### src/rtl/core/iaop_pkg.sv
// shared types and codes for the integer alu with overflow promotion
`timescale 1ns / 1ps

package iaop_pkg;

    localparam int unsigned OPW = 32;
    localparam int unsigned RESW = 64;

    typedef enum logic [2:0] {
        OP_ADD = 3'd0,
        OP_SUB = 3'd1,
        OP_MUL = 3'd2,
        OP_DIV = 3'd3,
        OP_MOD = 3'd4,
        OP_ABS = 3'd5,
        OP_NEG = 3'd6,
        OP_ID  = 3'd7
    } op_t;

    // classified item passed from front to back
    typedef struct packed {
        op_t                    op;
        logic signed [OPW-1:0]  a;
        logic signed [OPW-1:0]  b;
        logic                   is_div;
        logic                   div_zero;
        logic [OPW-1:0]         a_mag;
        logic [OPW-1:0]         b_mag;
        logic                   q_neg;
        logic                   r_neg;
    } item_t;

    typedef struct packed {
        logic full;
        logic empty;
    } q_status_t;

endpackage

### src/rtl/core/iaop_front.sv
// front stage: accepts items and classifies them
`timescale 1ns / 1ps

module iaop_front (
    input  logic                        clk,
    input  logic                        rst_n,
    input  logic                        in_valid,
    output logic                        in_stall,
    input  logic [2:0]                  op,
    input  logic signed [31:0]          operand_a,
    input  logic signed [31:0]          operand_b,
    input  iaop_pkg::q_status_t         q_status,
    output logic                        push,
    output iaop_pkg::item_t             push_item
);
    import iaop_pkg::*;

    logic  fv_reg;
    item_t item_reg;
    item_t item_next;
    logic  adv;

    assign adv = !fv_reg || !q_status.full;
    assign in_stall = fv_reg && q_status.full;
    assign push = fv_reg && !q_status.full;
    assign push_item = item_reg;

    always_comb
    begin
        item_next.op       = op_t'(op);
        item_next.a        = operand_a;
        item_next.b        = operand_b;
        item_next.is_div   = (op_t'(op) == OP_DIV) || (op_t'(op) == OP_MOD);
        item_next.div_zero = (operand_b == '0);
        item_next.a_mag    = operand_a[OPW-1] ? (~operand_a + 1'b1) : operand_a;
        item_next.b_mag    = operand_b[OPW-1] ? (~operand_b + 1'b1) : operand_b;
        item_next.q_neg    = operand_a[OPW-1] ^ operand_b[OPW-1];
        item_next.r_neg    = operand_a[OPW-1];
    end

    always_ff @(posedge clk or negedge rst_n)
    begin
        if (!rst_n)
        begin
            fv_reg <= 1'b0;
        end
        else if (adv)
        begin
            fv_reg <= in_valid;
        end
    end

    always_ff @(posedge clk)
    begin
        if (adv && in_valid)
        begin
            item_reg <= item_next;
        end
    end

endmodule

### config.mk
export PLATFORM = sky130hd
export DESIGN_NAME = iaop_front
export DESIGN_NICKNAME = d
export VERILOG_FILES = /design/src/rtl/core/iaop_pkg.sv /design/src/rtl/core/iaop_front.sv
export SDC_FILE = /design/constraint.sdc
export NUM_CORES = 1
export LEC_CHECK = 0
export ABC_AREA = 0
export BUFFER_PORTS_ARGS = -buffer_cell sky130_fd_sc_hd__buf_2
export CORE_MARGIN = 2
export CORE_UTILIZATION = 49
export DETAILED_ROUTE_END_ITERATION = 6
export PLACE_DENSITY = 0.91
export SYNTH_ARGS = -nofsm -noshare
export SYNTH_HDL_FRONTEND = slang
export SYNTH_SLANG_ARGS = --single-unit
### constraint.sdc
create_clock -name clk -period 9.15 [get_ports clk]
set_input_delay 1.83 -clock clk [delete_from_list [all_inputs] [get_ports clk]]
set_output_delay 1.83 -clock clk [all_outputs]
set_load 0.05 [all_outputs]
## Word level (Yosys, flattened, before mapping)

Index checks and enable logic that the tools add are counted.

| word-level totals | value |
|---|---|
| register bits | 136 |
| logic and storage cells | 29 |
| output and inout port bits | 137 |

| cells by class | value |
|---|---|
| eq/ne operators | 2 |
| reduce and logical (&&, ||, !) cells | 8 |
| bitwise logic cells | 3 |
| multiplexer cells | 2 |
| add/subtract/negate cells | 2 |

Operators by type and width:

| kind | count |
|---|---|
| $add 32x1->32 const B | 2 |
| $not 32->32 | 2 |
| $mux 31 | 2 |
| $logic_not 32->1 | 1 |
| $eq 3x2->1 const B | 1 |
| $eq 3x3->1 const B | 1 |
| $logic_and 1x1->1 | 3 |
| $logic_not 1->1 | 2 |
| $logic_or 1x1->1 | 2 |
| $xor 1x1->1 | 1 |

## Logic depth before layout (Yosys ltp)

| logic depth | value |
|---|---|
| depth in word-level cells | 3 |
| depth in mapped cells | 6 |
| mapped depth without buffers | 6 |

## Worst setup path before layout

Ideal clock, no wire load.

| path | value |
|---|---|
| path type | input to register |
| start point | input q_status[1] (netlist name) |
| end point | register item_reg, in the netlist push_item[0] (enable) |
| stages | 2 |
| path buffers | 0 |
| path slack | 0.519 ns |
| data arrival time | 7.994 ns |
| cell sequence | and2_1 nor2b_1 |

| on the way | value |
|---|---|
| cells in the longest elaborated chain, start to end | 3 |

Ends and longest elaborated chain:

| item | RTL line | text |
|---|---|---|
| start: declaration | iaop_front.sv:12 | `input iaop_pkg::q_status_t q_status,` |
| $logic_not 1->1 | iaop_front.sv:23 | `assign adv = !fv_reg \|\| !q_status.full;` |
| $logic_or 1x1->1 | iaop_front.sv:23 |  |
| $logic_and 1x1->1 | iaop_front.sv:55 | `if (adv && in_valid)` |
| end signal: assignment | iaop_front.sv:57 | `item_reg <= item_next;` |
| end: declaration | iaop_front.sv:19 | `item_t item_reg;` |

No other way between the ends.
A chain may end at the register's enable or synchronous reset.

## Worst setup path in the final report

| path | value |
|---|---|
| start point | input q_status[1] (netlist name) |
| end point | output in_stall |

| on the way | value |
|---|---|
| cells in the longest elaborated chain, start to end | 1 |

Ends and longest elaborated chain:

| item | RTL line | text |
|---|---|---|
| $logic_and 1x1->1 | iaop_front.sv:24 | `assign in_stall = fv_reg && q_status.full;` |
| end: declaration | iaop_front.sv:8 | `output logic in_stall,` |

No other way between the ends.

==> impl_metrics.csv <==
group,metric,value,unit
run_status,status,"completed",
logic_synthesis,syn_area,0.005534,sq mm
clocking,cts_max_level,4,
critical_path,end_of_the_worst_register_to_register_path,"push_item[118]$_DFFE_PP_",
final_layout,layout-drive-gt1-share,0.4400,
timing,fin_setup_tns,0,ps
final_layout,total_area_of_multi_input_combinational_cells,0.001466,sq mm
die,floorplan.io_pins,209,
routing,drt_drc_violations_left,0,
global_routing,gr-usage-all-layers,0.2135,
logic_synthesis,postSynthRegisterBits,133,
hold_path,min_from,"fv_reg$_DFFE_PN0N_",
timing,final_critical_path_share_of_the_clock_period,0.4622,
power_and_ir_drop,switchingPower,466.8,uW
critical_path,worstPathCellList,"buf_2, and2_1, buf_2",
critical_path,critical_path_peak_fanout,3,
timing,final.min_clock_period,4229,ps
timing,timing.fmax,0.2365,GHz
die,die_ar,0.01216,sq mm
final_layout,final_area,0.007272,sq mm
clocking,tritoncts_clock_tree,"yes",
routing,drt_wl_cell,18.40,microns
power_and_ir_drop,cellPowerDensity,226.9,mW/mm^2
final_layout,area.growth.synth_to_final,31.40,%
timing,grt_setup_unrepaired,"false",
routing,first_pass_iters,4,
timing,clock-skew-final,4.354,ps
critical_path,timing.reg2reg.setup_slack,7380,ps
final_layout,n_fill_cell,777,
routing,detail_route.iter0.violations,288,
logic_synthesis,synth_nets,423,
timing,timing.final.setup_violations,0,
critical_path,cp.buffers_inverters,2,
critical_path,worstPathArrival,2400,ps
global_routing,grt_antenna_before_repair,0,
timing,report.final.hold_viol_count,0,
die,core_area,0.01094,sq mm
die,die_height,110.3,microns
hold_path,worst_hold_path_type,"register to register",
placed_design,place_congestion,0.8217,
clocking,clock_latency,400,ps
final_layout,sequential_cell_area,0.003989,sq mm
critical_path,cp_data_required_time,7320,ps
timing,maxSlewHeadroom,0.4416,
placed_design,dpl-instance-area,0.006700,sq mm
global_routing,grt_pass1_vias,3770,
die,row_count,38,
routing,route.antenna.remaining_nets,0,
critical_path,critical-path-top-delay-family,"buffers and inverters",
final_layout,largest_reg_flops,132,
critical_path,critPathMaxStageDelay,290,ps
critical_path,startpoint_type,"input port",
power_and_ir_drop,pwr-share-clk,0.393,
placed_design,portBuffers,207,
logic_synthesis,yosysUniqueCellTypes,35,
global_routing,grt_pass1_wl,19.24,mm
timing,worst-slew-pin-transition,837.6,ps
clocking,hold_fix_buffers_cts,0,
clocking,reg_clk_slew_reported_paths,60,ps
power_and_ir_drop,leakage,0.002769,uW
global_routing,global_route.overflow_total,0,
global_routing,grt_start_max_net_pins,67,
critical_path,category_of_the_critical_setup_timing_path,"input port to output port",
power_and_ir_drop,sw_frac,0.2830,
clocking,post_cts_setup_driven_buffer_insertion_count,0,
clocking,clock_tree.buffer_depth,2,
critical_path,setup.worst_path.start,"q_status[1]",
routing,via_per_inst,5.466,
power_and_ir_drop,power.ir.vdd_worst,0.1296,mV
critical_path,setup.worst_path.end_class,"output port",
critical_path,cp_max_delay_cell,"sky130_fd_sc_hd__buf_2",
run,drv_cap,0,
critical_path,cpMostUsedCell,"sky130_fd_sc_hd__buf_2",
logic_synthesis,synth.yosys.seq_area_share,0.7208,
timing,holdWs,718.4,ps
logic_synthesis,yosysWarningCount,0,
power_and_ir_drop,share_comb_of_total_power,0.164,
placed_design,dp_hpwl,9.315,mm
logic_synthesis,syn_inst,347,
critical_path,worstSetupPathDepth,3,
clocking,cts_buffers,17,
die,fp.dieW,110.3,microns
routing,detailroute.via_count,3919,
routing,route.final.wire_length,13.20,mm
timing,timing_max_transition_violations_final,0,
critical_path,timing.reg2reg.worst_path_depth,3,
power_and_ir_drop,cellInternalPower,1183,uW
critical_path,endpoint,"in_stall",
clocking,clock_tree.root_cell,"sky130_fd_sc_hd__clkbuf_16",
logic_synthesis,syn_avg_cell_area,15.95,sq um
die,floorplan.initialDensity,0.5061,
clocking,cts_resized,0,
critical_path,regToRegStartpoint,"fv_reg$_DFFE_PN0N_",
clocking,clock_sink_count,133,
power_and_ir_drop,pwr-share-seq,0.443,
final_layout,net_count_of_the_finished_layout,638,
tightest hold or removal path, stage by stage (launching register included):
cell	delay, ps
sky130_fd_sc_hd__dfrtp_1	340
sky130_fd_sc_hd__and2_1	210
sky130_fd_sc_hd__or2_2	140
how the worst min path moves through the flow:
stage          slack (ps)                  to  cells after the start
2_1_floorplan         990  fv_reg$_DFFE_PN0N_                      2
3_5_place_dp          700  fv_reg$_DFFE_PN0N_                      2
5_1_grt               770  fv_reg$_DFFE_PN0N_                      2
3_3_place_gp          660  fv_reg$_DFFE_PN0N_                      2
6_report              720  fv_reg$_DFFE_PN0N_                      2
4_1_cts               720  fv_reg$_DFFE_PN0N_                      2
layout by cell type (no fill, tap or decap), drive strengths merged, types with 5 or more instances in the layout:
| cell type | n |
|---|---|
| buf | 209 |
| clkbuf | 19 |
| clkinv | 8 |
| edfxtp | 132 |
| inv | 6 |
| nand2 | 19 |
| nand2b | 5 |
| nor2 | 9 |
| nor3 | 7 |
| nor4 | 7 |
| o21ai | 13 |
| o31ai | 15 |
| o41ai | 23 |
| or3 | 8 |
| xnor2 | 58 |
per-stage QoR:
step | instances | utilization | power [uW] | setup slack [ps]
floorplan | 347 | - | 939.6 | 519.1
global placement | 683 | 0.6127 | 1005 | 4941
detailed placement | 683 | 0.6127 | 1014 | 4917
CTS | 715 | 0.6645 | 1661 | 4923
global route | 715 | 0.6645 | 1701 | 4883
finish | 717 | 0.6650 | 1650 | 4921
cell type report:
type                       instances  share of cell area
timing repair buffer             209              0.1445
inverter                           5            0.002581
clock inverter                    13             0.01841
sequential                       133              0.5485
antenna                            2           0.0006882
tap                              140             0.02409
clock buffer                      19             0.05953
multi-input combinational        196              0.2017
cell families after synthesis:
| kind of cell | Yosys count | synth area share |
|---|---|---|
| fa+ha+maj | 4 | 0.009044 |
| compound gates | 51 | 0.07845 |
| xor+xnor | 59 | 0.09338 |
| buf+inv | 18 | 0.01560 |
| simple gates | 82 | 0.08275 |
| flops | 133 | 0.7208 |
metal layers:
layer	track usage	wire, microns	part of all wire	vias up
met3	0.05585	837	0.063	35
li1	-	-	-	1787
met2	0.3506	6796	0.52	192
met5	0	0	0	-
met4	0.1036	350	0.027	0
met1	0.2633	5212	0.39	1905
power by group through the flow:
stage	logic, uW	registers, uW	clock network, uW
after floorplan	60.3	879	0
after global placement	264	741	0
after detailed placement	271	743	0
after CTS	272	731	658
after global routing	284	734	683
final	271	730	648
cell usage after synthesis, drive strengths merged:
cell type,number,area [sq um]
dfrtp,1,25.02
ha,4,50.05
buf,6,41.29
and2,1,6.260
nand2,19,71.32
nor4,7,43.79
xor2,1,8.760
xnor2,58,508.0
or2,4,25.02
nand3,4,20.02
clkbuf,7,26.28
o31ai,15,122.6
or4b,2,23.77
nand4,3,18.77
nor2b,2,12.51
or3,8,50.05
nor3,7,35.03
nor2,9,33.78
inv,5,18.77
edfxtp,132,3964
or4,4,33.78
o41ai,23,246.5
o21ai,13,65.06
nand2b,5,31.28
nand4b,2,17.52
nand3b,1,7.510
and3,3,18.77
nor4b,1,8.760
Note: power is estimated with default switching activity, not from simulation.
