<file path="src/rtl/core/iaop_pkg.sv">
// shared types and codes for the integer alu with overflow promotion
`timescale 1ns / 1ps

package iaop_pkg;

    localparam int unsigned OPW = 32;
    localparam int unsigned RESW = 64;

    typedef enum logic [2:0] {
        OP_ADD = 3'd0,
        OP_SUB = 3'd1,
        OP_MUL = 3'd2,
        OP_DIV = 3'd3,
        OP_MOD = 3'd4,
        OP_ABS = 3'd5,
        OP_NEG = 3'd6,
        OP_ID  = 3'd7
    } op_t;

    // classified item passed from front to back
    typedef struct packed {
        op_t                    op;
        logic signed [OPW-1:0]  a;
        logic signed [OPW-1:0]  b;
        logic                   is_div;
        logic                   div_zero;
        logic [OPW-1:0]         a_mag;
        logic [OPW-1:0]         b_mag;
        logic                   q_neg;
        logic                   r_neg;
    } item_t;

    typedef struct packed {
        logic full;
        logic empty;
    } q_status_t;

endpackage

</file>
<file path="src/rtl/core/iaop_queue.sv">
// short item queue between front and back
`timescale 1ns / 1ps

module iaop_queue (
    input  logic                        clk,
    input  logic                        rst_n,
    input  logic                        push,
    input  iaop_pkg::item_t             push_item,
    input  logic                        pop,
    output iaop_pkg::item_t             head_item,
    output iaop_pkg::q_status_t         q_status
);
    import iaop_pkg::*;

    localparam int unsigned DEPTH = 4;
    localparam int unsigned PW = $clog2(DEPTH);

    item_t           mem [DEPTH];
    logic [PW-1:0]   wr_ptr_reg;
    logic [PW-1:0]   rd_ptr_reg;
    logic [PW:0]     count_reg;
    logic [PW:0]     count_next;

    assign q_status.full  = (count_reg == (PW+1)'(DEPTH));
    assign q_status.empty = (count_reg == '0);
    assign head_item = mem[rd_ptr_reg];

    always_comb
    begin
        count_next = count_reg;
        if (push && !pop)
        begin
            count_next = count_reg + 1'b1;
        end
        else if (pop && !push)
        begin
            count_next = count_reg - 1'b1;
        end
    end

    always_ff @(posedge clk or negedge rst_n)
    begin
        if (!rst_n)
        begin
            wr_ptr_reg <= '0;
            rd_ptr_reg <= '0;
            count_reg  <= '0;
        end
        else
        begin
            if (push)
            begin
                wr_ptr_reg <= wr_ptr_reg + 1'b1;
            end
            if (pop)
            begin
                rd_ptr_reg <= rd_ptr_reg + 1'b1;
            end
            count_reg <= count_next;
        end
    end

    always_ff @(posedge clk)
    begin
        if (push)
        begin
            mem[wr_ptr_reg] <= push_item;
        end
    end

    a_no_overflow: assert property (@(posedge clk) disable iff (!rst_n)
        q_status.full |-> !push)
        else $error("push into full queue");
    a_no_underflow: assert property (@(posedge clk) disable iff (!rst_n)
        q_status.empty |-> !pop)
        else $error("pop from empty queue");
    a_count_bound: assert property (@(posedge clk) disable iff (!rst_n)
        count_reg <= (PW+1)'(DEPTH))
        else $error("queue count out of range");

endmodule

</file>
<file path="config.mk">
export PLATFORM = sky130hd
export DESIGN_NAME = iaop_queue
export DESIGN_NICKNAME = d
export VERILOG_FILES = /design/src/rtl/core/iaop_pkg.sv /design/src/rtl/core/iaop_queue.sv
export SDC_FILE = /design/constraint.sdc
export NUM_CORES = 1
export LEC_CHECK = 0
export ABC_AREA = 1
export BUFFER_PORTS_ARGS = -buffer_cell sky130_fd_sc_hd__buf_4
export CAP_MARGIN = 15
export CORE_ASPECT_RATIO = 1.5
export CORE_MARGIN = 5
export CORE_UTILIZATION = 55
export CTS_CLUSTER_SIZE = 16
export DETAILED_ROUTE_END_ITERATION = 8
export PLACE_DENSITY = 0.78
export SYNTH_ARGS = -nofsm -noshare
export SYNTH_HDL_FRONTEND = slang
export SYNTH_SLANG_ARGS = --single-unit
</file>
<file path="constraint.sdc">
create_clock -name clk -period 4.68 [get_ports clk]
set_clock_uncertainty 0.15 [all_clocks]
set_input_delay 1.404 -clock clk [delete_from_list [all_inputs] [get_ports clk]]
set_output_delay 1.404 -clock clk [all_outputs]
set_load 0.02 [all_outputs]
</file>
# ---- Word level (Yosys, flattened, before mapping)
# Memories as Yosys holds them, arrays and structs flattened.
# Index checks and enable logic that the tools add are counted.
# W data, S select, Z words.
dict set report word_totals {
  reg_bits 7
  ram_bits 540
  output_inout_bits 137
  n_memories 1
}
# memory words width rd rd_ports_with_merged_regs wr line
set memory_table {}
lappend memory_table {mem 4 135 1 0 1 iaop_queue.sv:18} ;# item_t mem [DEPTH];
dict set report op_classes {
  add_sub_neg 4
  eq_ne 1
  muxes 4
  reduce_logical 6
}
# operator count
set op_table {}
lappend op_table {{$mux W3} 2}
lappend op_table {{$add A2 B1 Y2 const B} 2}
lappend op_table {{$add A3 B1 Y3 const B} 1}
lappend op_table {{$eq A3 B3 Y1 const B} 1}
lappend op_table {{$logic_not A3 Y1} 1}
lappend op_table {{$sub A3 B1 Y3 const B} 1}
lappend op_table {{$logic_and A1 B1 Y1} 2}
lappend op_table {{$logic_not A1 Y1} 2}
lappend op_table {{$mux W1} 2}
lappend op_table {{$reduce_bool A2 Y1} 1}

# ---- Longest topological paths before layout
# Gate-level depths: netlist of the first run.
dict set report logic_depth {
  depth_word 4
  ltp_mapped 9
  mapped_depth_nobuf 9
}

# ---- Worst setup path after synthesis of the first run
# Ideal clock, no wire load.
dict set report synth_path {
  path_type {input-to-reg}
  start {input port push}
  end {memory mem[0][0] (netlist bit) (enable)}
  setup_ns 0.488
  arrival_ns 4.313
  required_time_ns 4.042
  setup_slack_ns -0.271
  path_stages 3
  path_buffers 1
  cell_sequence {clkbuf_1 > nand2_1 > inv_1}
}
dict set report synth_between {
  elab_chain_cells 2
}
# element line
set synth_rtl {}
lappend synth_rtl {{start, declared} iaop_queue.sv:7} ;# input logic push,
lappend synth_rtl {{$mux W1} iaop_queue.sv:65} ;# if (push)
lappend synth_rtl {{$mux W1 (not written as such)} iaop_queue.sv:67} ;# mem[wr_ptr_reg] <= push_item;
lappend synth_rtl {{end, declared} iaop_queue.sv:18}
# Every way passes these cells.

==> flow_summary.yaml, run 1 <==
synthesis:
  synth_mux_area_share_pct: 0
  ys.flop_type: "edfxtp_1"
  ys_seq_elements: 547
  yosys_warnings: 0
  synthAdderAreaFrac_pct: 0.381
  syn_inst: 1622
  yosys.area.top_type: "edfxtp_1"
  ys_top_cells_by_area: "edfxtp_1 (75%), o211ai_1 (9.4%), nand2_1 (7.2%), inv_1 (4.9%), buf_2 (1.2%)"
  synth_edf_count: 540
  ys_top_cells_by_count: "edfxtp_1 (540), nand2_1 (418), inv_1 (281)"
  synth-xor-area-share_pct: 0.162
  ys_types: 18
  synth.most_common_cell: "edfxtp_1"
  syn_area_per_cell_um2: 13.4
  synth_top_family_by_area: "compound AO/OA/AOI/OAI gates"
  synth_simple_gate_area_share_pct: 7.34
  synthArstFlopShare_pct: 1.28
  seq_area_frac_synth_pct: 75.6
  yosysTopAreaCellShare_pct: 74.8
  synth_fp_nets: 1767
  netlist_area_um2: 21700
  synth_compound_area_share_pct: 9.38
power_and_ir_drop:
  ir_worst_vdd_uv: 481
  p_comb_share_pct: 38.2
  powerDensity_nw_per_um2: 670
  p_switching_mw: 6.26
  netSwitchingFraction_pct: 36.0
  p_clk_share_pct: 23.2
  p_seq_share_pct: 38.5
  p_total_mw: 17.4
  leakage_nw: 10.3
  internal_power_mw: 11.1
clock_tree:
  clkTransAtPathRegs_ns: 0.07
  clockBufferDepth: 3
  htreeDepth: 2
  cts_tree: "built"
  cts_resized: 0
  clockRootBuffer: "clkbuf_16"
  post_cts_buffers: 0
  cts-hold-fix-buffers: 0
  cts_buffers: 48
  cts.sinks: 547
  clkLatencyLatePin_ns: 0.55
worst_setup_path:
  critical_path.startpoint_type: "flop"
  path_cells: "buf_4 > nand2_1 > o211ai_1 > nand2_1 > buf_4"
  crit_arrival_ns: 2.48
  path_buf_inv: 2
  crit_family: "flip-flops"
  path_class: "reg -> out"
  required_ns: 3.13
  cpMaxStageDelayCell: "dfrtp_4"
  slowest_delay_ns: 0.90
  path_max_fanout: 58
  cp-end-kind: "output pin"
final_layout:
  multi_input_comb_area_um2: 3740
  regArea_um2: 16400
  fill_cells: 2699
  drive_above_1_share_pct: 20.2
  num-nets-final: 2029
  largest_reg_flops: 540
  area.growth.synth_to_final_pct: 19.7
floorplanning:
  core_area_um2: 39200
  row_count: 89
  die_h_um: 253
  start_util_pct: 55.3
  num_io_pins: 276
  die_w_um: 172
  die_area_um2: 43600
global_route:
  grt_util_all_layers_pct: 19.8
  grt_max_degree: 136
  antenna_found_initial: 4
  grt_pass1_wl_mm: 66.6
  grt_pass1_vias: 12906
  grt.overflow.total: 0
route:
  ant_nets: 0
  wl_per_cell_um: 18.0
  viasPerCell: 5.27
  route.detailed.drc: 0
  drt-total-wl_mm: 43.6
  drt-initial-drc-count: 789
  vias: 12790
  first_pass_iters: 5
run:
  drv_cap: 0
timing:
  setup_viol: 0
  hold_viol: 0
  worst_slew_pin_slew_ns: 0.742
  finalCritPeriodShare_pct: 86.3
  fmax_ghz: 0.248
  max-slew-margin-rel_pct: 50.4
  rsz0062_at_grt: "no"
  fin_crit_ns: 4.04
  slew_viol_final: 0
  finalSetupTns_ns: 0
  finalWorstSetupSlack_ns: 0.642
min_path:
  hold_path_class: "reg -> reg"
placed_design:
  routabilityCongestion: 0.766
  port_buffers: 275
  place_ws_ns: 1.27
  dp_hpwl_mm: 26.5
outcome:
  status: "finished, final reports clean"
[final cells by class]
cell class | instances | area share [%]
Antenna cell | 3 | 0.0289
Clock buffer | 53 | 4.82
Clock inverter | 37 | 1.52
Inverter | 282 | 4.15
Multi-Input combinational cell | 703 | 14.4
Sequential cell | 547 | 63.2
Tap cell | 500 | 2.41
Timing Repair Buffer | 302 | 9.42
[cell usage in the layout, fill, tap and decap left out]
cell,Yosys,final
o21ai_1,1,1
clkinvlp_4,0,7
bufinv_16,0,8
o211ai_1,270,270
dfrtp_1,7,5
buf_4,12,288
clkbuf_8,0,1
clkbuf_16,0,49
clkinv_4,0,1
clkinv_1,0,8
nand3_1,1,1
xnor2_1,1,1
dfrtp_4,0,2
xor2_1,3,3
clkinv_2,0,15
diode_2,0,3
buf_12,0,14
inv_6,0,2
inv_4,1,1
edfxtp_1,540,540
ha_1,5,5
nand4_1,1,1
fa_1,1,1
nand2_1,418,418
nor3_1,2,2
clkbuf_1,22,3
inv_1,281,277
[tightest hold or removal path, cell delays in order (launching register included)]
cell     delay [ns]
dfrtp_1        0.37
nand2_1        0.07
nand2_1        0.05
[power by group through the flow]
stage / combinational [mW] / sequential, mW / clock, mW
floorplan: 4.19 / 6.72 / 0
global placement: 6.60 / 6.76 / 0
detailed placement: 6.74 / 6.81 / 0
CTS: 6.77 / 6.70 / 4.13
global route: 7.23 / 6.77 / 4.32
finish: 6.65 / 6.70 / 4.03
[path summary, 6_finish.rpt]
kind,start,end,slack [ns],depth (start not counted)
worst max-delay path,rd_ptr_reg[0],head_item[119],0.64,5
worst min-delay path,count_reg[2],count_reg[2],0.37,2
max in group asynchronous,rst_n,rd_ptr_reg[1],3.72,1
worst max register to register,wr_ptr_reg[0],mem[3][58],2.37,4
min in group asynchronous,rst_n,count_reg[2],0.50,1
worst min register to register,count_reg[2],count_reg[2],0.37,2
[stage by stage]
stage	area [µm²]	instances	utilization, %	hold slack, ns
after detailed placement	24300	2334	61.9	0.349
after CTS	25900	2424	66.1	0.362
after global placement	24300	2334	61.9	0.334
after floorplan	21700	1622	-	0.313
after global routing	25900	2427	66.2	0.404
final	25900	2427	66.2	0.367
[per-layer routing]
layer,GRT usage (%),up-vias,wire [µm]
met1,21.3,6220,15600
met4,8.22,2,1260
met5,0,-,19
met3,4.17,71,2420
met2,37.0,319,24300
li1,-,6178,-
[kinds of logic (layout without fill, tap and decap cells)]
logic type	count (synthesis)	count (layout)
compound gates	271	271
xor+xnor	4	4
fa+ha+maj	6	6
buf+inv	372	674
flops	547	547
other cells	0	3
simple gates	422	422
(Power assumes the default switching activity.)
==> run 2, diff against run 1 <==
--- a/config.mk
+++ b/config.mk
@@ -9,7 +9,7 @@
 export BUFFER_PORTS_ARGS = -buffer_cell sky130_fd_sc_hd__buf_4
 export CAP_MARGIN = 15
 export CORE_ASPECT_RATIO = 1.5
-export CORE_MARGIN = 5
+export CORE_MARGIN = 2
 export CORE_UTILIZATION = 55
 export CTS_CLUSTER_SIZE = 16
 export DETAILED_ROUTE_END_ITERATION = 8
==> flow_summary.yaml, run 2 (same netlist as run 1, synthesis figures left out) <==
clock_tree:
  htreeDepth: 2
  cts_resized: 0
  clkTransAtPathRegs_ns: 0.07
  cts_tree: "built"
  cts.sinks: 547
  clkLatencyLatePin_ns: 0.55
  cts_buffers: 48
  clockBufferDepth: 3
  cts-hold-fix-buffers: 0
  clockRootBuffer: "clkbuf_16"
  post_cts_buffers: 0
final_layout:
  largest_reg_flops: 540
  num-nets-final: 2029
  layout_common_cells: "edfxtp_1 (540), nand2_1 (418), buf_4 (289)"
  final_area_um2: 25900
  fin_cells: 2420
  fill_cells: 2651
  drive_above_1_share_pct: 19.8
  post-route-util_pct: 66.2
  layout.cells.most_common: "edfxtp_1"
  area.growth.synth_to_final_pct: 19.5
power_and_ir_drop:
  ir_worst_vdd_uv: 496
  powerDensity_nw_per_um2: 673
  leakage_nw: 10.3
  p_total_mw: 17.4
timing:
  finalCritPeriodShare_pct: 84.8
  finalSetupTns_ns: 0
  worst_slew_pin_slew_ns: 0.956
  fin_crit_ns: 3.97
  holdWs_ns: 0.367
  max-slew-margin-rel_pct: 36.1
  rsz0062_at_grt: "no"
  fmax_ghz: 0.252
  slew_viol_final: 0
  setup_viol: 0
  hold_viol: 0
  finalWorstSetupSlack_ns: 0.711
worst_setup_path:
  required_ns: 3.13
  crit_family: "flip-flops"
  critical_path.startpoint_type: "flop"
  crit_cells: 5
  cpMaxStageDelayCell: "dfrtp_4"
  slowest_delay_ns: 0.90
  reg2regPathDepth: 6
  cp-end-kind: "output pin"
  path_max_fanout: 58
  path_class: "reg -> out"
  path_cells: "buf_4 > nand2_1 > o211ai_1 > nand2_1 > buf_4"
  crit_arrival_ns: 2.42
  path_buf_inv: 2
run:
  drv_cap: 0
floorplanning:
  num_io_pins: 276
  start_util_pct: 55.4
  die_area_um2: 41000
  die_w_um: 166
  die_h_um: 247
  core_area_um2: 39100
  row_count: 89
min_path:
  hold-path-cell-count: 2
  hold_path_class: "reg -> reg"
placed_design:
  dp_hpwl_mm: 26.9
  place_area_um2: 24300
  routabilityCongestion: 0.760
  port_buffers: 275
  place_ws_ns: 1.07
  dp.cells: 2334
route:
  vias: 12869
  route.detailed.drc: 0
  viasPerCell: 5.32
  drt-initial-drc-count: 931
  ant_nets: 0
  first_pass_iters: 5
  wl_per_cell_um: 18.3
  drt-total-wl_mm: 44.3
global_route:
  grt_pass1_wl_mm: 68.4
  grt_util_all_layers_pct: 21.4
  grt_pass1_vias: 12994
  grt.overflow.total: 0
  antenna_found_initial: 3
  grt_max_degree: 83
outcome:
  status: "finished, final reports clean"
[run 2: worst paths after layout]
check | end | startpoint | slack [ns]
min in group asynchronous | count_reg[1] | rst_n | 0.50
min reg2reg | count_reg[2] | count_reg[2] | 0.37
max in group asynchronous | rd_ptr_reg[0] | rst_n | 3.74
max | head_item[46] | rd_ptr_reg[0] | 0.71
max reg2reg | mem[0][78] | wr_ptr_reg[0] | 2.01
min | count_reg[2] | count_reg[2] | 0.37
[run 2: worst register-to-register path, stage by stage (launching register included)]
cell,delay [ns]
dfrtp_1,0.43
inv_1,0.10
ha_1,0.15
nand2_1,0.08
clkinvlp_4,0.08
buf_4,0.61
buf_4,0.69
[run 2: final cells by class]
cell class	count	area, µm²	area share (%)
Timing Repair Buffer	302	2430	9.38
Clock inverter	27	330	1.28
Inverter	282	1080	4.16
Multi-Input combinational cell	703	3740	14.4
Clock buffer	58	1290	4.98
Tap cell	500	626	2.42
Sequential cell	547	16400	63.3
Antenna cell	1	2.50	0.00966
[run 2: per-layer routing]
metal  GRT usage (%)  share of wire (%)
met2            40.3                 55
met4            8.49                3.1
met3            4.51                6.2
met5               0              0.061
met1            23.4                 36
[run 2: where the power goes]
group | internal (mW) | switching, mW
logic | 2.35 | 4.30
clock network | 2.36 | 1.69
registers | 6.41 | 0.329
==> run 3, diff against run 2 <==
--- a/config.mk
+++ b/config.mk
@@ -5,15 +5,15 @@
 export SDC_FILE = /design/constraint.sdc
 export NUM_CORES = 1
 export LEC_CHECK = 0
-export ABC_AREA = 1
+export ABC_AREA = 0
 export BUFFER_PORTS_ARGS = -buffer_cell sky130_fd_sc_hd__buf_4
 export CAP_MARGIN = 15
 export CORE_ASPECT_RATIO = 1.5
 export CORE_MARGIN = 2
-export CORE_UTILIZATION = 55
+export CORE_UTILIZATION = 51
 export CTS_CLUSTER_SIZE = 16
 export DETAILED_ROUTE_END_ITERATION = 8
-export PLACE_DENSITY = 0.78
+export PLACE_DENSITY = 0.77
 export SYNTH_ARGS = -nofsm -noshare
 export SYNTH_HDL_FRONTEND = slang
 export SYNTH_SLANG_ARGS = --single-unit
==> constraint.sdc (replaced) <==
create_clock -name clk -period 3.3 [get_ports clk]
set_clock_uncertainty 0.15 [all_clocks]
set_input_delay 0.99 -clock clk [delete_from_list [all_inputs] [get_ports clk]]
set_output_delay 0.99 -clock clk [all_outputs]
set_load 0.02 [all_outputs]
==> flow_summary.yaml, run 3 <==
outcome:
  status: "finished, final reports clean"
timing:
  finalCritPeriodShare_pct: 97.8
  worst_slew_pin_slew_ns: 0.462
  fin_crit_ns: 3.23
  fmax_ghz: 0.310
  hold_viol: 0
  max-slew-margin-rel_pct: 69.2
  holdWs_ns: 0.0966
  rsz0062_at_grt: "yes"
  slew_viol_final: 0
  setup_viol: 0
global_route:
  gr-usage-met1_pct: 22.4
  grt_util_all_layers_pct: 19.0
  antenna_found_initial: 4
  gr-usage-met2_pct: 33.6
  grt_pass1_vias: 9447
  met3_usage_pct: 4.12
  grt_pass1_wl_mm: 56.3
  grt.busiest_layer: "met2"
  grt_max_degree: 66
  grt.overflow.total: 0
floorplanning:
  die_h_um: 246
  row_count: 88
  core_area_um2: 38400
  die_area_um2: 40600
  num_io_pins: 276
  start_util_pct: 51.7
  die_w_um: 165
placed_design:
  place_area_um2: 22700
  routabilityCongestion: 0.749
  dp_hpwl_mm: 23.3
  port_buffers: 275
synthesis:
  ys_seq_elements: 547
  seq_area_frac_synth_pct: 82.5
  yosysTopAreaCellShare_pct: 81.6
  syn_inst: 739
  yosys.area.top_type: "edfxtp_1"
  synth_fp_nets: 884
  synth_edf_count: 540
  syn_area_per_cell_um2: 26.9
  ys_types: 20
  ys_top_cells_by_count: "edfxtp_1 (540), mux4_2 (135), buf_2 (13)"
  ys.flop_type: "edfxtp_1"
  yosys_warnings: 0
  netlist_area_um2: 19900
  synth.most_common_cell: "edfxtp_1"
  ys_top_cells_by_area: "edfxtp_1 (82%), mux4_2 (15%), dfrtp_1 (0.88%), buf_6 (0.45%), buf_2 (0.33%)"
  synthArstFlopShare_pct: 1.28
final_layout:
  num-nets-final: 1207
  post-route-util_pct: 63.5
  largest_reg_flops: 540
  final_area_um2: 24400
  area.growth.synth_to_final_pct: 22.9
  layout.cells.most_common: "edfxtp_1"
  drive_above_1_share_pct: 46.6
  layout_common_cells: "edfxtp_1 (540), buf_4 (256), mux4_2 (135)"
  fill_cells: 2497
worst_setup_path:
  path_cells: "buf_12 > buf_16 > mux4_2 > buf_4"
  reg2reg_from: "wr_ptr_reg[0]"
  crit_family: "multiplexers"
  cp-end-kind: "output pin"
  critical_path.startpoint_type: "flop"
  path_class: "reg -> out"
  cpMaxStageDelayCell: "mux4_2"
  crit_start: "rd_ptr_reg[0]"
  required_ns: 2.16
  path_buf_inv: 3
  path_max_fanout: 17
  slowest_delay_ns: 0.53
  crit_arrival_ns: 2.09
route:
  vias: 8855
  drt-initial-drc-count: 718
  drt-total-wl_mm: 38.3
  viasPerCell: 5.56
  wl_per_cell_um: 24.0
  ant_nets: 0
  first_pass_iters: 7
  route.detailed.drc: 0
clock_tree:
  clkTransAtPathRegs_ns: 0.06
  clkLatencyLatePin_ns: 0.55
  cts.sinks: 547
  htreeDepth: 2
  clockRootBuffer: "clkbuf_16"
  cts-hold-fix-buffers: 0
  cts_buffers: 47
  cts_tree: "built"
  clockBufferDepth: 3
min_path:
  hold_path_class: "in -> async"
power_and_ir_drop:
  leakage_nw: 8.31
  powerDensity_nw_per_um2: 931
  ir_worst_vdd_uv: 627
run:
  drv_cap: 0
[run 3: cell types whose count changed after synthesis, sizes merged, moves of 4 or more]
cell	before	now
buf	68	29
and2	0	4
o211ai	270	0
inv	282	4
nand2	418	2
clkbuf	22	1
mux4	0	135
[run 3: final cells by class]
| type | instances | area [µm²] | area share, % |
|---|---|---|---|
| flip-flops and latches | 547 | 16400 | 67.2 |
| diodes | 4 | 10.0 | 0.0410 |
| repair buffers | 304 | 2680 | 11.0 |
| inverters | 4 | 15.0 | 0.0615 |
| clock buffers | 59 | 1280 | 5.26 |
| clock inverters | 23 | 143 | 0.584 |
| well taps | 495 | 619 | 2.54 |
| multi-input cells | 158 | 3250 | 13.3 |
[run 3: metrics by stage]
step           power [mW]  setup TNS [ns]  cells  setup slack (ns)
6_report             22.7               0   1594            0.0727
3_5_place_dp         17.5               0   1500             0.402
3_3_place_gp         17.3               0   1500             0.415
5_1_grt              23.7        -0.00663   1594          -0.00599
2_1_floorplan        14.3               0    739            0.0428
4_1_cts              22.9         -0.0539   1589           -0.0173
[run 3: layer usage]
| layer | vias up | share of wire, % |
|---|---|---|
| met5 | - | 0 |
| met4 | 0 | 3.2 |
| met3 | 69 | 6.1 |
| met2 | 289 | 55 |
| met1 | 4655 | 36 |
| li1 | 3842 | - |
[run 3: worst paths after layout]
path	endpoint	slack (ns)	depth (start not counted)
worst max-delay path	head_item[82]	0.07	4
worst min-delay path	rd_ptr_reg[1]	0.1	1
worst max register to register	mem[0][46]	1.29	4
worst min register to register	count_reg[2]	0.36	1
max in group asynchronous	rd_ptr_reg[0]	2.76	1
min in group clk	count_reg[2]	0.36	1
[run 3: cell families (layout without fill, tap and decap cells)]
| logic type | count (synthesis) | in the layout | synth area share (%) |
|---|---|---|---|
| adders and majority gates | 6 | 6 | 0.416 |
| and+or+nand+nor | 9 | 9 | 0.246 |
| AOI/OAI and AO/OA | 1 | 1 | 0.0252 |
| muxes | 136 | 136 | 15.4 |
| other | 0 | 4 | 0 |
| buffers and inverters | 34 | 390 | 1.16 |
| DFF | 547 | 547 | 82.5 |
| xor gates and xnor gates | 6 | 6 | 0.265 |
[run 3: worst register-to-register path, stage by stage (launching register included)]
cell and delay (ns):
dfrtp_1 0.43, inv_1 0.10, ha_1 0.15, and2_4 0.35, buf_12 0.37
[run 3: power by group]
part	total, mW	switching, mW	leakage (nW)	internal, mW
registers	9.39	0.313	5.04	9.08
logic	8.23	4.39	2.58	3.84
clock network	5.11	2.28	0.694	2.83
total	22.7	6.99	8.31	15.7
[run 3: timing repair]
| item | in CTS | in global routing |
|---|---|---|
| buffers inserted | 6 | 0 |
| gates resized for setup | 18 | 16 |
| endpoints found under the setup margin | 131 | 47 |
| gates cloned | 1 | 1 |
